==> src/ttl_pkg.sv <==
// shared types, constants and trit helpers for the ternary linear layer engine
// no dependencies; used by every module of the block
package ttl_pkg;

    localparam int MAX_INPUTS  = 64;
    localparam int MAX_OUTPUTS = 64;
    localparam int ROW_W       = 6;
    localparam int COL_W       = 6;
    localparam int WADDR_W     = ROW_W + COL_W;
    localparam int LEN_W       = 7;
    localparam int CHG_W       = 13;
    localparam int FIFO_DEPTH  = 4;
    localparam int FIFO_PTR_W  = 2;
    localparam int IN_TDATA_W  = 24;
    localparam int OUT_TDATA_W = 24;
    localparam int PADDR_W     = 5;

    typedef logic signed [1:0] trit_t;

    typedef enum logic [1:0] {
        CMD_WR_WEIGHT = 2'd0,
        CMD_WR_BIAS   = 2'd1,
        CMD_INPUT     = 2'd2,
        CMD_HEBBIAN   = 2'd3
    } cmd_t;

    typedef enum logic [2:0] {
        REG_INPUT_LENGTH  = 3'd0,
        REG_OUTPUT_LENGTH = 3'd1,
        REG_BIAS_ENABLE   = 3'd2,
        REG_TROPICAL_MODE = 3'd3,
        REG_LEARNING_RATE = 3'd4
    } reg_idx_t;

    typedef enum logic [2:0] {
        ST_CLEAR,
        ST_IDLE,
        ST_FWD_COL,
        ST_FWD_ROW,
        ST_FWD_OUT,
        ST_HEB_RUN,
        ST_HEB_OUT
    } state_t;

    // one decoded command as it sits in the queue
    typedef struct packed {
        cmd_t             cmd;
        logic [ROW_W-1:0] row;
        logic [COL_W-1:0] col;
        trit_t            trit;
        logic             last;
        logic             delta_zero;
        logic             delta_neg;
    } op_t;

    // active configuration, lengths already clamped
    typedef struct packed {
        logic [LEN_W-1:0] rows;
        logic [LEN_W-1:0] cols;
        logic             bias_en;
        logic             tropical;
        trit_t            rate;
    } cfg_t;

    // the pattern for -2 is its gf(3) equal, +1
    function automatic trit_t trit_decode(input logic [1:0] bits);
        trit_t t;
        t = (bits == 2'b10) ? trit_t'(2'sb01) : trit_t'(bits);
        return t;
    endfunction

    // balanced gf(3) add
    function automatic trit_t gf3_add(input trit_t a, input trit_t b);
        logic signed [2:0] s;
        s = {a[1], a} + {b[1], b};
        if (s > 3'sd1) begin
            s = s - 3'sd3;
        end
        else if (s < -3'sd1) begin
            s = s + 3'sd3;
        end
        return trit_t'(s[1:0]);
    endfunction

endpackage

==> src/ttl_fifo.sv <==
// short queue of decoded commands between front and back
// depends on ttl_pkg
module ttl_fifo (
    input  logic         clk,
    input  logic         rst_n,
    input  logic         push,
    input  ttl_pkg::op_t push_op,
    input  logic         pop,
    output logic         full,
    output logic         head_vld,
    output ttl_pkg::op_t head_op
);
    import ttl_pkg::*;

    op_t                  mem_reg [FIFO_DEPTH];
    logic [FIFO_PTR_W-1:0] wr_ptr_reg;
    logic [FIFO_PTR_W-1:0] rd_ptr_reg;
    logic [FIFO_PTR_W:0]   cnt_reg;

    assign full     = (cnt_reg == (FIFO_PTR_W+1)'(FIFO_DEPTH));
    assign head_vld = (cnt_reg != '0);
    assign head_op  = mem_reg[rd_ptr_reg];

    always_ff @(posedge clk)
    begin
        if (push)
        begin
            mem_reg[wr_ptr_reg] <= push_op;
        end
    end

    always_ff @(posedge clk or negedge rst_n)
    begin
        if (!rst_n)
        begin
            wr_ptr_reg <= '0;
            rd_ptr_reg <= '0;
            cnt_reg    <= '0;
        end
        else
        begin
            if (push)
            begin
                wr_ptr_reg <= wr_ptr_reg + 1'b1;
            end
            if (pop)
            begin
                rd_ptr_reg <= rd_ptr_reg + 1'b1;
            end
            if (push && !pop)
            begin
                cnt_reg <= cnt_reg + 1'b1;
            end
            else if (pop && !push)
            begin
                cnt_reg <= cnt_reg - 1'b1;
            end
        end
    end

endmodule

==> config.mk <==
export PLATFORM = sky130hd
export DESIGN_NAME = ttl_fifo
export DESIGN_NICKNAME = d
export VERILOG_FILES = /design/src/ttl_pkg.sv /design/src/ttl_fifo.sv
export SDC_FILE = /design/constraint.sdc
export NUM_CORES = 1
export LEC_CHECK = 0
export BUFFER_PORTS_ARGS = -buffer_cell sky130_fd_sc_hd__buf_2
export CORE_MARGIN = 4
export CORE_UTILIZATION = 55
export CTS_CLUSTER_DIAMETER = 150
export DETAILED_ROUTE_END_ITERATION = 10
export HOLD_SLACK_MARGIN = 0.06
export PLACE_DENSITY = 0.84
export SLEW_MARGIN = 20
export SYNTH_ARGS = -nofsm -noshare
export SYNTH_HDL_FRONTEND = slang
export SYNTH_SLANG_ARGS = --single-unit
==> constraint.sdc <==
create_clock -name clk -period 3.51 [get_ports clk]
set_input_delay 0.702 -clock clk [delete_from_list [all_inputs] [get_ports clk]]
set_output_delay 0.702 -clock clk [all_outputs]
set_load 0.005 [all_outputs]
Word level (Yosys, flattened, before mapping):

Memory sizes are Yosys's and may differ from the RTL's.
Cells that the tools add are included.

* bits of input ports: 23
* output and inout bits: 21
* bits in registers: 7
* memories kept: 1
* RAM bits: 76

Memory list
* mem_reg: words 4, bits a word 19, read ports 1, clocked after Yosys merged registers in 0, write ports 1, line ttl_fifo.sv:15 `op_t mem_reg [FIFO_DEPTH];`

* reduce and logical (&&, ||, !) cells: 6
* $add $sub $neg: 4
* mux-type cells: 4
* equal/unequal tests: 1

Operators with widths (number)
* two-way mux 3 bit: 2
* adder 2 x 1 -> 2 bit, second input constant: 2
* adder 3 x 1 -> 3 bit, second input constant: 1
* equality test 3 bit, second input constant: 1
* nonzero test 3 bit: 1
* subtractor 3 x 1 -> 3 bit, second input constant: 1
* logical AND 1 bit: 2
* zero test 1 bit: 2
* two-way mux 1 bit: 2
* nonzero test 2 bit: 1

Longest topological paths before layout:

* depth in word-level cells: 4
* mapped depth: 7
* gate-level depth less buffers: 7

Worst setup path after synthesis:

No wires, ideal clock.

* path kind: input to register
* start point: input port pop
* end point: register cnt_reg[2]
* stages: 7
* slack: 1.723 ns
* arrival time: 1.708 ns
* library setup time: 0.079 ns
* cell sequence: inv_1 ha_1 inv_1 fa_1 xor2_1 nor2_1 xor2_1

* word-level cells in the longest chain between the ends: 3
* elaborated cells between the ends (all ways): 5
* those cells by class: 1 x mux; 4 x reduce/logical

RTL lines
* from (decl): line ttl_fifo.sv:8 `input logic pop,`
* zero test 1 bit: line ttl_fifo.sv:50 `if (push && !pop)`
* logical AND 1 bit: line ttl_fifo.sv:50
* two-way mux 3 bit / nonzero test 2 bit (equally long branches)
* to (signal assigned): line ttl_fifo.sv:52 `cnt_reg <= cnt_reg + 1'b1;`
* to (signal assigned): line ttl_fifo.sv:56 `cnt_reg <= cnt_reg - 1'b1;`
* to (decl): line ttl_fifo.sv:18 `logic [FIFO_PTR_W:0] cnt_reg;`

Parallel ways exist; a longest one is shown, timed or not.
A chain may end at the register's enable or synchronous reset.

==> qor.yml <==
ff2ff_setup_slack_ns: 1.62
ys.flop_type: "edfxtp_1"
drt_first_iter_violations: 75
rsz0062_at_grt: "no"
cts_tree: "built"
diodes: 0
grt_first_pass_wirelength_mm: 8.721
track_usage: 0.1705
syn-instance-count: 133
hold_viol: 0
power_uw: 2911
synth.avg_cell_area_um2: 23.59
timing.final.crit_period_ns: 2.598
fin_skew_ns: 0.006222
drv_slew: 0
clk_latency_ns: 0.34
place_congestion: 0.6810
clkTransAtPathRegs_ns: 0.08
startpoint: "rd_ptr_reg[1]$_DFFE_PN0P_"
fin_nets: 214
cts_inserted_buffers: 9
yosys-top-cells-area: "edfxtp_1 73%, mux4_2 13%, dfrtp_1 5.6%"
die_width_um: 83.54
cts_sinks: 83
slew-limit-headroom: 0.3199
fp.dieH_um: 83.54
crit-reg2reg-launch: "wr_ptr_reg[0]$_DFFE_PN0P_"
tns_ns: 0
die-area_mm2: 0.006978
power_density_mw_per_mm2: 801.2
clk_path_buf_depth: 2
ant_nets: 0
cp-start-kind: "register"
r2r-end: "mem_reg[2][18]$_DFFE_PP_"
grt_antenna_before_repair: 0
max_freq_mhz: 384.9
fillers: 367
coreArea_mm2: 0.005507
ys_ff_latch: 83
cts-root-buf: "clkbuf_8"
start_util: 0.5699
dr.pass1.iters: 4
synth.top_cells.by_count: "76 x edfxtp_1, 18 x mux4_2, 7 x dfrtp_1"
setup_violations: 0
drc: 0
port_buffers: 43
syn_area_mm2: 0.003138
std_cell_rows: 27
avgRoutedWirePerCell_um: 20.56
area_delta_synth_final_pct: 15.79
cp_data_required_time_ns: 2.81
vdd_drop_max_mv: 0.5950
arrival_ns: 1.90
wl_mm: 5.388
yosys.area.top_type_share: 0.7273
dp_hpwl_mm: 3.539
grt_max_degree: 21
synth_fp_nets: 162
gr-total-overflow: 0
yosysUniqueCellTypes: 18
outcome: "complete, no violations"
num_vias: 1469
worst_pin_slew_ns: 1.020
critPathCaptureType: "output pin"
holdBufCountCts: 0
largest_reg_flops: 76
avgViaCountPerCell: 5.607
ys_warn_count: 0
utilization: 0.6599
reg2reg_depth: 3
synth_edf_count: 76
drive_above_1_share: 0.4000
fin_crit_sh: 0.7403
pin_count: 44
p_leak_uw: 0.001298
grt_pass1_vias: 1643
synth_top_area_cell: "edfxtp_1"
crit_type: "register to output pin"
cts_setup_buffers: 0
cts-resized-gates: 0
path_max_fanout: 20
synth-seq-area-share: 0.7831
async_flop_share: 0.08434
max_cap_violations: 0
cp-endpoint: "head_op[4]"
hold_class: "input port to async pin"
yosysMostFrequentCell: "edfxtp_1"
cts-htree-levels: 3
[per-layer routing]
layer  track usage  share of wire  wire length (um)  vias up
li1              -              -                 -      645
met1        0.2104           0.40              2138      763
met2        0.2806           0.52              2822       53
met3       0.05824          0.061               329        8
met4       0.06579          0.018                98        0
met5             0              0                 0        -
[power by group]
| part | total (uW) | switching, uW | leakage (uW) | internal [uW] |
|---|---|---|---|---|
| clock network | 710 | 315 | 0.000103 | 395 |
| registers | 1430 | 122 | 0.000780 | 1310 |
| logic | 771 | 361 | 0.000415 | 411 |
[metrics by stage]
step	worst slack, ns	instance area, um2	instances	hold WS, ns
finish	0.9117	3633	262	0.1815
global route	0.8435	3633	262	0.1640
CTS	0.8993	3633	262	0.1755
detailed placement	1.287	3426	246	0.4887
global placement	1.341	3426	246	0.4651
floorplan	1.723	3138	133	0.4064
[critical path: stages, from the launching register on]
cell,delay [ns]
dfrtp_1,0.97
mux4_2,0.44
buf_2,0.15
[cell usage in the layout, fill, tap and decap left out, types with 2 or more instances in the layout]
| cell | n |
|---|---|
| clkbuf_8 | 9 |
| and2_1 | 4 |
| edfxtp_1 | 76 |
| xor2_1 | 4 |
| mux4_2 | 18 |
| nand2_1 | 2 |
| buf_2 | 43 |
| inv_1 | 4 |
| clkinv_1 | 3 |
| dfrtp_1 | 7 |
| bufinv_16 | 2 |
| ha_1 | 5 |
| xnor2_1 | 2 |
| buf_4 | 2 |
[how the worst min path moves through the flow]
stage	cells after the start	to
2_1_floorplan	0	cnt_reg[0]$_DFFE_PN0P_
3_3_place_gp	1	cnt_reg[2]$_DFFE_PN0P_
3_5_place_dp	1	cnt_reg[2]$_DFFE_PN0P_
4_1_cts	1	cnt_reg[1]$_DFFE_PN0P_
5_1_grt	1	cnt_reg[1]$_DFFE_PN0P_
6_report	1	cnt_reg[2]$_DFFE_PN0P_
[final cells by class]
| type | instances | area, um2 | share of cell area |
|---|---|---|---|
| inverter | 4 | 15.01 | 0.004132 |
| clock buffer | 10 | 127.6 | 0.03512 |
| timing repair buffer | 45 | 230.2 | 0.06336 |
| clock inverter | 6 | 80.08 | 0.02204 |
| tap | 72 | 90.09 | 0.02479 |
| multi-input combinational | 42 | 633.1 | 0.1742 |
| sequential | 83 | 2457 | 0.6763 |
[kinds of logic (layout without fill, tap and decap cells)]
kind of cell / count (synthesis) / in the layout / share of synthesized area
muxes: 20 / 20 / 0.1411
buffers and inverters: 8 / 65 / 0.01515
and+or+nand+nor: 9 / 9 / 0.01595
AOI/OAI and AO/OA: 1 / 1 / 0.001593
xor gates and xnor gates: 6 / 6 / 0.01675
adders and majority gates: 6 / 6 / 0.02632
DFF: 83 / 83 / 0.7831
(Power assumes the default switching activity.)
