===== config.mk =====
export PLATFORM = sky130hd
export DESIGN_NAME = ttl_cfg
export DESIGN_NICKNAME = d
export VERILOG_FILES = /design/src/ttl_pkg.sv /design/src/ttl_cfg.sv
export SDC_FILE = /design/constraint.sdc
export NUM_CORES = 1
export LEC_CHECK = 0
export ABC_AREA = 0
export BUFFER_PORTS_ARGS = -buffer_cell sky130_fd_sc_hd__buf_2
export CAP_MARGIN = 20
export CORE_MARGIN = 3
export CORE_UTILIZATION = 40
export CTS_CLUSTER_SIZE = 28
export DETAILED_ROUTE_END_ITERATION = 10
export PLACE_DENSITY = 0.8
export SYNTH_ARGS = -nofsm -noshare
export SYNTH_HDL_FRONTEND = slang
export SYNTH_SLANG_ARGS = --single-unit

===== constraint.sdc =====
create_clock -name clk -period 7.12 [get_ports clk]
set_clock_uncertainty 0.1 [all_clocks]
set_input_delay 2.136 -clock clk [delete_from_list [all_inputs] [get_ports clk]]
set_output_delay 2.136 -clock clk [all_outputs]
set_load 0.05 [all_outputs]

===== src/ttl_pkg.sv =====
// shared types, constants and trit helpers for the ternary linear layer engine
// no dependencies; used by every module of the block
package ttl_pkg;

    localparam int MAX_INPUTS  = 64;
    localparam int MAX_OUTPUTS = 64;
    localparam int ROW_W       = 6;
    localparam int COL_W       = 6;
    localparam int WADDR_W     = ROW_W + COL_W;
    localparam int LEN_W       = 7;
    localparam int CHG_W       = 13;
    localparam int FIFO_DEPTH  = 4;
    localparam int FIFO_PTR_W  = 2;
    localparam int IN_TDATA_W  = 24;
    localparam int OUT_TDATA_W = 24;
    localparam int PADDR_W     = 5;

    typedef logic signed [1:0] trit_t;

    typedef enum logic [1:0] {
        CMD_WR_WEIGHT = 2'd0,
        CMD_WR_BIAS   = 2'd1,
        CMD_INPUT     = 2'd2,
        CMD_HEBBIAN   = 2'd3
    } cmd_t;

    typedef enum logic [2:0] {
        REG_INPUT_LENGTH  = 3'd0,
        REG_OUTPUT_LENGTH = 3'd1,
        REG_BIAS_ENABLE   = 3'd2,
        REG_TROPICAL_MODE = 3'd3,
        REG_LEARNING_RATE = 3'd4
    } reg_idx_t;

    typedef enum logic [2:0] {
        ST_CLEAR,
        ST_IDLE,
        ST_FWD_COL,
        ST_FWD_ROW,
        ST_FWD_OUT,
        ST_HEB_RUN,
        ST_HEB_OUT
    } state_t;

    // one decoded command as it sits in the queue
    typedef struct packed {
        cmd_t             cmd;
        logic [ROW_W-1:0] row;
        logic [COL_W-1:0] col;
        trit_t            trit;
        logic             last;
        logic             delta_zero;
        logic             delta_neg;
    } op_t;

    // active configuration, lengths already clamped
    typedef struct packed {
        logic [LEN_W-1:0] rows;
        logic [LEN_W-1:0] cols;
        logic             bias_en;
        logic             tropical;
        trit_t            rate;
    } cfg_t;

    // the pattern for -2 is its gf(3) equal, +1
    function automatic trit_t trit_decode(input logic [1:0] bits);
        trit_t t;
        t = (bits == 2'b10) ? trit_t'(2'sb01) : trit_t'(bits);
        return t;
    endfunction

    // balanced gf(3) add
    function automatic trit_t gf3_add(input trit_t a, input trit_t b);
        logic signed [2:0] s;
        s = {a[1], a} + {b[1], b};
        if (s > 3'sd1) begin
            s = s - 3'sd3;
        end
        else if (s < -3'sd1) begin
            s = s + 3'sd3;
        end
        return trit_t'(s[1:0]);
    endfunction

endpackage


===== src/ttl_cfg.sv =====
// configuration register file with apb-style access
// depends on ttl_pkg
module ttl_cfg (
    input  logic                        clk,
    input  logic                        rst_n,
    input  logic                        psel,
    input  logic                        penable,
    input  logic                        pwrite,
    input  logic [ttl_pkg::PADDR_W-1:0] paddr,
    input  logic [31:0]                 pwdata,
    output logic [31:0]                 prdata,
    output logic                        pready,
    output ttl_pkg::cfg_t               cfg
);
    import ttl_pkg::*;

    logic [LEN_W-1:0] in_len_reg;
    logic [LEN_W-1:0] out_len_reg;
    logic             bias_en_reg;
    logic             trop_reg;
    trit_t            rate_reg;
    logic             wr_en;
    reg_idx_t         idx;

    assign pready = 1'b1;
    assign wr_en  = psel && penable && pwrite;
    assign idx    = reg_idx_t'(paddr[PADDR_W-1:2]);

    always_ff @(posedge clk or negedge rst_n)
    begin
        if (!rst_n)
        begin
            in_len_reg  <= LEN_W'(MAX_INPUTS);
            out_len_reg <= LEN_W'(MAX_OUTPUTS);
            bias_en_reg <= 1'b0;
            trop_reg    <= 1'b0;
            rate_reg    <= 2'sb01;
        end
        else if (wr_en)
        begin
            case (idx)
                REG_INPUT_LENGTH:  in_len_reg  <= pwdata[LEN_W-1:0];
                REG_OUTPUT_LENGTH: out_len_reg <= pwdata[LEN_W-1:0];
                REG_BIAS_ENABLE:   bias_en_reg <= pwdata[0];
                REG_TROPICAL_MODE: trop_reg    <= pwdata[0];
                REG_LEARNING_RATE: rate_reg    <= trit_decode(pwdata[1:0]);
                default:           ;
            endcase
        end
    end

    always_comb
    begin
        prdata = '0;
        case (idx)
            REG_INPUT_LENGTH:  prdata = 32'(in_len_reg);
            REG_OUTPUT_LENGTH: prdata = 32'(out_len_reg);
            REG_BIAS_ENABLE:   prdata = 32'(bias_en_reg);
            REG_TROPICAL_MODE: prdata = 32'(trop_reg);
            REG_LEARNING_RATE: prdata = {{30{rate_reg[1]}}, rate_reg};
            default:           prdata = '0;
        endcase
    end

    always_comb
    begin
        cfg.rows     = (in_len_reg > LEN_W'(MAX_INPUTS)) ? LEN_W'(MAX_INPUTS) : in_len_reg;
        cfg.cols     = (out_len_reg > LEN_W'(MAX_OUTPUTS)) ? LEN_W'(MAX_OUTPUTS) : out_len_reg;
        cfg.bias_en  = bias_en_reg;
        cfg.tropical = trop_reg;
        cfg.rate     = rate_reg;
    end

endmodule


# After elaboration in Yosys (flattened, before gate mapping)
# Index checks and enable logic that the tools add are counted.
totals:
  elab_cells: 24
  input_bits: 42
  regBits: 18
op_classes:
  n_lt_le_gt_ge: 2
  n_mux: 4
  reduce_logical: 8
  eq_ne: 5
op_table:
  columns: ["op", "count"]
  rows:
  - ["case mux 32 bit (5 select lines)", 1]
  - ["greater-than comparator 7 bit (second input constant)", 2]
  - ["2-to-1 mux 7 bit", 2]
  - ["AND reduction 2 bit", 5]
  - ["equality test 3 x 2 -> 1 bit (second input constant)", 2]
  - ["equality test 3 x 1 -> 1 bit (second input constant)", 1]
  - ["equality test 3 bit (second input constant)", 1]
  - ["zero test 3 bit", 1]
  - ["equality test 2 bit (second input constant)", 1]
  - ["logical AND 1 bit", 2]
  - ["2-to-1 mux 2 bit", 1]

# Logic depth before layout (Yosys ltp)
depth:
  depth_word: 3
  ltp_mapped: 4
  ltp_nobuf: 3

# Worst setup path before layout
# Ideal clock, no wire load.
synth_path:
  path_kind: "in2out"
  startpoint: "input port paddr[4] (netlist bit)"
  endpoint: "output port prdata[10]"
  t_required_ps: 4884
  arrival_ps: 6202
  slack_ps: -1318
  path_buffers: 2
  path_stages: 3
  path_cell_list: "clkbuf_1 > nor4bb_1 > buf_4"
synth_via:
  elab_chain_cells: 2
synth_rtl:
  columns: ["item", "line_no", "text"]
  rows:
  - ["from (decl)", "ttl_cfg.sv:9", "input logic [ttl_pkg::PADDR_W-1:0] paddr,"]
  - ["equality test 3 bit, or another cell as far along", "ttl_cfg.sv:55", "case (idx)"]
  - ["case mux 32 bit (5 select lines) *", "ttl_cfg.sv:55", null]
  - ["to (decl)", "ttl_cfg.sv:11", "output logic [31:0] prdata,"]
# Mark *: on every way between the ends. The rest lies on a longest branch, timed or not.

# Worst setup path in the final report
layout_path:
  startpoint: "input port paddr[4] (netlist bit)"
  endpoint: "output port prdata[11]"
# The elaborated chain is that of the path after synthesis.

==> impl_metrics.ini <==
[yosys]
yosys.area.top_type = dfrtp_1
yosys-top-cells-area = dfrtp_1 (29%), mux2_4 (16%), buf_4 (16%), mux2i_1 (7.8%), dfstp_2 (6.1%)
synth.distinct_cells = 25
synthAdderAreaFrac = 0
yosys_warnings = 0
syn-num-nets = 162
synth_cells = 120
synth_compound_area_frac = 0.0459
netlist.area_leader.share = 0.293
synth_top_family_by_area = multiplexers
syn_area_mm2 = 0.00128
synth_xor_area_frac = 0
synthMuxAreaShare = 0.260
async_flop_share = 1.00
synth-edff-count = 0
syn_avg_cell_area_um2 = 10.7
synth-seq-cells = 18
synth-main-ff-cell = dfrtp_1
synthSimpleGateAreaFrac = 0.140
ys_seq_area_frac = 0.354

[detailed_routing]
vias = 910
dr.pass1.iters = 4
wl_per_cell_um = 13.8
avgViaCountPerCell = 4.64
drtIter0Drc = 23
remaining_drc_errors = 0
ant_nets = 0
drt_wl_total_um = 2710

[power]
switching_share = 0.479
p_leak_nw = 0.848
peakVddDrop_uv = 136
clock_power_share = 0.151
p_switching_uw = 202
pwr_density_cell_mw_per_mm2 = 288
combPwrFrac = 0.505
fin_total_pwr_uw = 421
p_int_uw = 219
p_seq_frac = 0.344

[placed_design]
portBuffers = 64
hpwlAfterDp_um = 2000
place_congestion = 0.775

[worst_setup_path]
cpMostUsedCell = buf_2
start_kind = primary input
r2r_end = out_len_reg[6]
crit_required_ps = 4880
worst-path-buf-inv = 2
arrival_ps = 3550
r2r_slack_ps = 6150
path_max_fanout = 25
ff2ff_path_depth = 1
critPathTopFamily = simple AND/OR/NAND/NOR gates
crit_chain = buf_2 -> nor4bb_4 -> buf_2
worstSetupPathType = primary input to primary output
end_kind = primary output
crit_path_top_delay_cell = nor4bb_4
r2r_start = out_len_reg[6]
max_stage_delay_ps = 780

[timing]
period_share = 0.812
setup_viol = 0
period_minus_slack_ps = 5780
max_slew_margin = 0.476
slew_violations = 0
rsz0062_at_grt = false
worstMarginPinSlew_ps = 784
hold_viol = 0
finalSetupTns_ps = 0
fmax_mhz = 173
timing.hold.ws_ps = 392

[finish]
n_antenna_cell = 0
postLayoutCoreUtil = 0.503
n_fill_cell = 276
fin_nets = 197
syn_to_final_growth_pct = 13.9
final_cell_mix = buf_2 (64), dfrtp_1 (15), mux2_4 (14)
layout-drive-gt1-share = 0.571
final_common_cell = buf_2
register_area_um2 = 454
multi_input_area_um2 = 589

[floorplanning]
die-area_mm2 = 0.00392
die_w_um = 62.6
die_h_um = 62.6
io_pins = 93
core-area_mm2 = 0.00290
start_util = 0.442
rows = 19

[global_route]
grt_usage = 0.140
grt_pass1_wl_um = 4410
grt_overflow = 0
grt_pass1_vias = 915
antenna_found_initial = 0
grt_max_degree = 26

[clock_tree]
cts_buffers = 3
clock-root-buffer = clkbuf_4
clock_latency_ps = 290
clock-sinks = 18
cts_tree = done
htree_levels = 1
cts_setup_buffers = 0
hold_buffers = 0
clk_pin_slew_ps = 100
ctsLongestPathBuffers = 2
cts_resized = 0

[flow_run]
maxCapViolations = 0

[hold_path]
holdCritPathClass = register to register
min_to = rate_reg[0]
whs_path_depth = 2
min-delay-start = rate_reg[0]

[run_status]
status = completed
==> synthesized netlist by cell type (2+ instances only) <==
cell	n
buf_4	27
dfrtp_1	15
mux2_4	14
nor2b_1	12
mux2i_1	10
nor2_1	8
o21a_1	7
clkbuf_1	3
dfstp_2	3
buf_2	2
buf_6	2
inv_1	2
mux2_2	2
nand3b_1	2
==> power by group through the flow <==
stage                     Sequential [mW]  Combinational (mW)  Clock (mW)
final                               0.145               0.213      0.0635
after global routing                0.148               0.224      0.0707
after CTS                           0.145               0.215      0.0655
after detailed placement            0.146               0.214           0
after global placement              0.144               0.212           0
after floorplan                     0.147               0.179           0
==> worst min-delay path, cell delays in order, from the launching register on <==
cell and delay [ps]:
dfstp_2 390, inv_1 40, mux2i_1 60
==> cell families after synthesis <==
family | Yosys count
buffers and inverters | 36
AND/OR/NAND/NOR | 31
multiplexers | 26
flip-flops | 18
AO/OA/AOI/OAI | 8
other | 1
==> how the worst max path moves through the flow <==
stage | from | endpoint | slack [ps] | depth (start not counted)
3_3_place_gp | paddr[4] | prdata[10] | 1360 | 3
5_1_grt | paddr[4] | prdata[21] | 1060 | 3
3_5_place_dp | paddr[4] | prdata[11] | 1280 | 3
6_report | paddr[4] | prdata[11] | 1340 | 3
2_1_floorplan | paddr[4] | prdata[10] | 840 | 3
4_1_cts | paddr[4] | prdata[11] | 1280 | 3
==> metrics by stage <==
stage	cells	setup WS (ps)	area, µm²
after global routing	196	1060	1460
after floorplan	120	842	1300
after detailed placement	192	1280	1420
after CTS	196	1280	1460
after global placement	192	1360	1420
final	196	1340	1460
==> per-layer routing <==
metal	wire, µm	GRT usage	vias up	share of wire
li1	-	-	441	-
met1	1270	0.190	415	0.47
met2	1190	0.209	49	0.44
met3	204	0.0324	5	0.075
met4	44	0.0661	0	0.016
met5	0	0	-	0
==> area by class of cell <==
| cell class | instances | area share |
|---|---|---|
| Clock buffer | 4 | 0.0249 |
| Inverter | 2 | 0.00514 |
| Multi-Input combinational cell | 66 | 0.404 |
| Sequential cell | 18 | 0.311 |
| Tap cell | 42 | 0.0360 |
| Timing Repair Buffer | 64 | 0.219 |
No activity file was read; power rests on OpenSTA's default activity.
